[config.mk]
export PLATFORM = sky130hd
export DESIGN_NAME = ert_match
export DESIGN_NICKNAME = d
export VERILOG_FILES = /design/src/hw/rtl/ert_pkg.sv /design/src/hw/rtl/ert_match.sv
export SDC_FILE = /design/constraint.sdc
export NUM_CORES = 2
export LEC_CHECK = 0
export ABC_CLOCK_PERIOD_IN_PS = 7930
export BUFFER_PORTS_ARGS = -buffer_cell sky130_fd_sc_hd__buf_4
export CORE_MARGIN = 5
export CORE_UTILIZATION = 25
export DETAILED_ROUTE_END_ITERATION = 12
export PLACE_DENSITY = 0.45
export SLEW_MARGIN = 10
export SYNTH_ARGS = -nofsm -noshare
export SYNTH_HDL_FRONTEND = slang
export SYNTH_SLANG_ARGS = --single-unit
[constraint.sdc]
create_clock -name i_clk -period 7.93 [get_ports i_clk]
set_input_delay 1.9825 -clock i_clk [delete_from_list [all_inputs] [get_ports i_clk]]
set_output_delay 1.9825 -clock i_clk [all_outputs]
set_load 0.005 [all_outputs]
[src/hw/rtl/ert_pkg.sv]
// Shared types and constants for the entity range query table.
package ert_pkg;

    localparam int OP_W   = 3;
    localparam int SLOT_W = 6;
    localparam int EXT_W  = 23;

    typedef logic [OP_W-1:0]   t_op;
    typedef logic [SLOT_W-1:0] t_slot;

    localparam t_op OP_ADD    = 3'd0;
    localparam t_op OP_REMOVE = 3'd1;
    localparam t_op OP_MOVE   = 3'd2;
    localparam t_op OP_RECT   = 3'd3;
    localparam t_op OP_CIRCLE = 3'd4;
    localparam t_op OP_CYL    = 3'd5;
    localparam t_op OP_CUBOID = 3'd6;

    // Tag that travels with each slot read through the match pipeline.
    typedef struct packed {
        logic  vld;
        logic  ent;
        t_slot slot;
        logic  last;
    } t_tag;

    // Verdict for one scanned slot.
    typedef struct packed {
        logic  vld;
        logic  hit;
        t_slot slot;
        logic  last;
    } t_hit;

endpackage

[src/hw/rtl/ert_match.sv]
// Three-stage match pipeline: absolute differences, squares and compares, verdict.
module ert_match #(
    parameter int COORD_BITS = 24
) (
    input  logic                         i_clk,
    input  logic                         i_rst_n,
    input  ert_pkg::t_tag                i_tag,
    input  logic signed [COORD_BITS-1:0] i_ent_x,
    input  logic signed [COORD_BITS-1:0] i_ent_y,
    input  logic signed [COORD_BITS-1:0] i_ent_z,
    input  logic signed [COORD_BITS-1:0] i_cen_x,
    input  logic signed [COORD_BITS-1:0] i_cen_y,
    input  logic signed [COORD_BITS-1:0] i_cen_z,
    input  logic [ert_pkg::EXT_W-1:0]    i_ext_a,
    input  logic [ert_pkg::EXT_W-1:0]    i_ext_b,
    input  logic [ert_pkg::EXT_W-1:0]    i_ext_c,
    input  ert_pkg::t_op                 i_op,
    output ert_pkg::t_hit                o_hit
);

    localparam int AW   = COORD_BITS + 1;
    localparam int CW   = (AW > ert_pkg::EXT_W) ? AW : ert_pkg::EXT_W;
    localparam int SQ_W = 2 * ert_pkg::EXT_W;

    logic signed [AW-1:0]       dx, dy, dz;
    logic [AW-1:0]              ax, ay, az;
    logic [CW-1:0]              cx_abs, cy_abs, cz_abs;
    logic [ert_pkg::EXT_W-1:0]  tx, tz;
    logic [SQ_W:0]              sum_sq;
    logic                       hit;

    ert_pkg::t_tag              r_tag1, r_tag2;
    logic [AW-1:0]              r_ax, r_ay, r_az;
    logic [SQ_W-1:0]            r_sq_x, r_sq_z, r_sq_a;
    logic                       r_xa, r_zb, r_za, r_yb, r_yc;
    ert_pkg::t_hit              r_hit;

    // Stage 1: absolute differences, center minus stored.
    always_comb begin
        dx = AW'(i_cen_x) - AW'(i_ent_x);
        dy = AW'(i_cen_y) - AW'(i_ent_y);
        dz = AW'(i_cen_z) - AW'(i_ent_z);
        ax = dx[AW-1] ? AW'(-dx) : AW'(dx);
        ay = dy[AW-1] ? AW'(-dy) : AW'(dy);
        az = dz[AW-1] ? AW'(-dz) : AW'(dz);
    end

    // Stage 2 inputs: common compare width; squares use the low bits, which are
    // exact whenever the difference is within the radius.
    always_comb begin
        cx_abs = CW'(r_ax);
        cy_abs = CW'(r_ay);
        cz_abs = CW'(r_az);
        tx     = cx_abs[ert_pkg::EXT_W-1:0];
        tz     = cz_abs[ert_pkg::EXT_W-1:0];
    end

    // Stage 3: combine the tests of the query kind.
    always_comb begin
        sum_sq = (SQ_W+1)'(r_sq_x) + (SQ_W+1)'(r_sq_z);
        case (i_op)
            ert_pkg::OP_RECT:   hit = r_xa && r_zb;
            ert_pkg::OP_CUBOID: hit = r_xa && r_zb && r_yc;
            ert_pkg::OP_CIRCLE: hit = r_xa && r_za && (sum_sq <= (SQ_W+1)'(r_sq_a));
            ert_pkg::OP_CYL:    hit = r_xa && r_za && (sum_sq <= (SQ_W+1)'(r_sq_a)) && r_yb;
            default:            hit = 1'b0;
        endcase
        hit = hit && r_tag2.ent;
    end

    always_ff @(posedge i_clk) begin
        if (!i_rst_n) begin
            r_tag1 <= '0;
            r_tag2 <= '0;
            r_hit  <= '0;
        end else begin
            r_tag1    <= i_tag;
            r_tag2    <= r_tag1;
            r_hit.vld  <= r_tag2.vld;
            r_hit.hit  <= hit;
            r_hit.slot <= r_tag2.slot;
            r_hit.last <= r_tag2.last;
        end
    end

    always_ff @(posedge i_clk) begin
        r_ax   <= ax;
        r_ay   <= ay;
        r_az   <= az;
        r_xa   <= cx_abs <= CW'(i_ext_a);
        r_za   <= cz_abs <= CW'(i_ext_a);
        r_zb   <= cz_abs <= CW'(i_ext_b);
        r_yb   <= cy_abs <= CW'(i_ext_b);
        r_yc   <= cy_abs <= CW'(i_ext_c);
        r_sq_x <= SQ_W'(tx * tx);
        r_sq_z <= SQ_W'(tz * tz);
        r_sq_a <= SQ_W'(i_ext_a * i_ext_a);
    end

    assign o_hit = r_hit;

endmodule

==> metrics.txt <==
Setup TNS 0 ps; Hold Buf Count CTS 0; critical path fanouts, max 7; WL final between 150000 and 200000 um; grt met2 use 0.235; IO Pins ~240; Slew headroom 0.352; PnR worst setup slack between 200 and 250 ps; fill count between 20000 and 30000; most common cell after layout, fill and taps aside inv_1; Setup crit end kind register; synthesized area ~61000 sq um; Nets ~9600; largest net degree at the start of global routing 28; CP arrival 8260 ps; Reg2Reg Depth 25; vias in the first global route 51000; Post-DP HPWL 158000 um; register bit count reported by yosys 242; row cnt 181; Max stage delay on crit path 620 ps; Synthesized Nets 9043; layout cells sized above 1 0.115; CTS tree done; crit path time final between 7000 and 8000 ps; CP dominant cell by count fa_1; Hold Path Stages 1; Main synth FF type dfxtp_1; Synth cell types between 80 and 90; total clock sinks ~240; YS warnings 0; WL per Instance 16.8 um; Worst Max-Slew Pin Slew a little under 1000 ps; GRT busiest layer met2; first-pass GRT wire length 289000 um; later-pin clock latency in the skew report between 600 and 700 ps; Initial Util 0.252; Final Setup Violations 0; FMAX approximately 130 MHz; Yosys top cell area share 0.378; Hold EP o_hit[2]; status complete, no violations; RSZ-0062 raised after global routing false; pre-CTS setup slack -577 ps; grt ovf 0; Critical R2R Capture r_sq_z[44]; min-delay src r_tag2[2]; DRC Markers 0; Synth area leaders fa_1 (38%), ha_1 (16%), inv_1 (10%), dfxtp_1 (7.9%), nand2_1 (3.3%); die area 255000 sq um; Pins Over Slew Limit 0; Layout area overhead 16.5%; area of placed instances approximately 70000 sq um; Clk pin slew, worst setup/hold paths 60 ps; initial antenna violation count 11; critical path's slowest cell fa_1; synthesized area per cell 8.95 sq um; number of synthesized flops with an enable pin 0; clk_skew roughly 29 ps; crit path kind in -> reg; CTS H-Tree Depth 1; post-route cell area slightly above 70000 sq um; GRT Total Usage 0.142; Final Cycle Share 0.972; die height 505 um; worst hold path type reg -> reg; CTS Buf Count 30; Vias around 46000; maxcap violations 0; Fin. Hold Viols 0; Port-buffer cells 235; Placeable Area 244000 sq um; Post-DRT Antenna Nets 0; Worst R2R Start cz_abs[12]; flop2flop setup slack 410 ps; M3 GR Usage 0.0169; die width between 500 and 600 um; Startpoint Class primary input; GP Congestion approximately 0.9; Vias per Instance 4.35; drt pass-1 iters 6; CP Data Required Time 8490 ps; most frequent cells in the layout inv_1 (1700), fa_1 (1152), ha_1 (796); Synth area leader fa_1; final core occ 0.293; clk buf depth 3; Mapped Cells just under 7000; initial DRC count 2203; GRT met1 Usage 0.202; root buffer cell clkbuf_16; sequential fraction of the synthesis area 0.0789; asr flop ratio synth 0
kinds of logic after synthesis:
kind of cell	count (synthesis)	synth area share
muxes	14	0.00245
xor gates and xnor gates	307	0.0438
DFF	242	0.0789
AOI/OAI and AO/OA	912	0.0982
and+or+nand+nor	1528	0.119
adders and majority gates	1961	0.541
buffers and inverters	1891	0.116
per-layer routing:
layer  routed length, um  vias to the layer above
li1                    -                    22300
met1               86300                    22900
met4                2580                        4
met2               82300                      770
met5                  21                        -
met3                7250                      112
critical path: cells and delay by family:
family	cells	cell delay [ps]
adder cells (fa/ha/maj)	8	3930
AO/OA/AOI/OAI	5	1050
buffers and inverters	8	670
XOR/XNOR	1	140
AND/OR/NAND/NOR	4	460
registers in the layout (all words and copies together), names as in the netlist:
name    count
r_sq_x     45
r_za        1
r_xa        1
r_zb        1
o_hit       9
r_yb        1
cx_abs     25
cz_abs     25
r_tag1      9
r_sq_a     45
r_tag2      9
r_yc        1
r_sq_z     45
cy_abs     25
worst max-delay path by stage:
stage	startpoint	to	slack [ps]	cells past startpoint
after detailed placement	i_ext_a[11]	r_sq_a[44]	-580	25
after floorplan	i_ext_a[8]	r_sq_a[38]	-60	26
final	i_ext_a[10]	r_sq_a[43]	220	26
after global placement	i_ext_a[4]	r_sq_a[45]	-600	25
after CTS	cz_abs[5]	r_sq_z[44]	50	27
after global routing	i_ext_a[4]	r_sq_a[44]	1	29
layout make-up:
cell class	instances	area [sq um]	share of cell area
repair buffers	678	5380	0.0752
inverters	1714	6460	0.0904
diodes	6	15.0	0.000210
flip-flops and latches	242	4850	0.0679
well taps	3202	4010	0.0560
clock inverters	18	238	0.00333
clock buffers	37	838	0.0117
multi-input cells	4722	49700	0.695
through the flow:
step / instances / hold WS, ps
floorplan: 6855 / 398
global placement: 10500 / 415
detailed placement: 10500 / 419
CTS: 10600 / 434
global route: 10600 / 448
finish: 10600 / 431
Yosys cell counts (all sizes together) (61+ instances only):
library cell,count
dfxtp,242
o21ai,160
and2,252
nor2b,61
a21oi,262
nand2,544
nor2,340
fa,1158
xor2,112
inv,1710
ha,803
a21o,149
clkbuf,168
xnor2,195
what timing repair did:
item / 4_1_cts / 5_1_grt
endpoints found under the setup margin: 0 / 16
buffers inserted: 0 / 9
gates resized for setup: 0 / 51
Power is not shown: default switching activity piles up to over one toggle a cycle in this logic, so the estimate is an artifact.
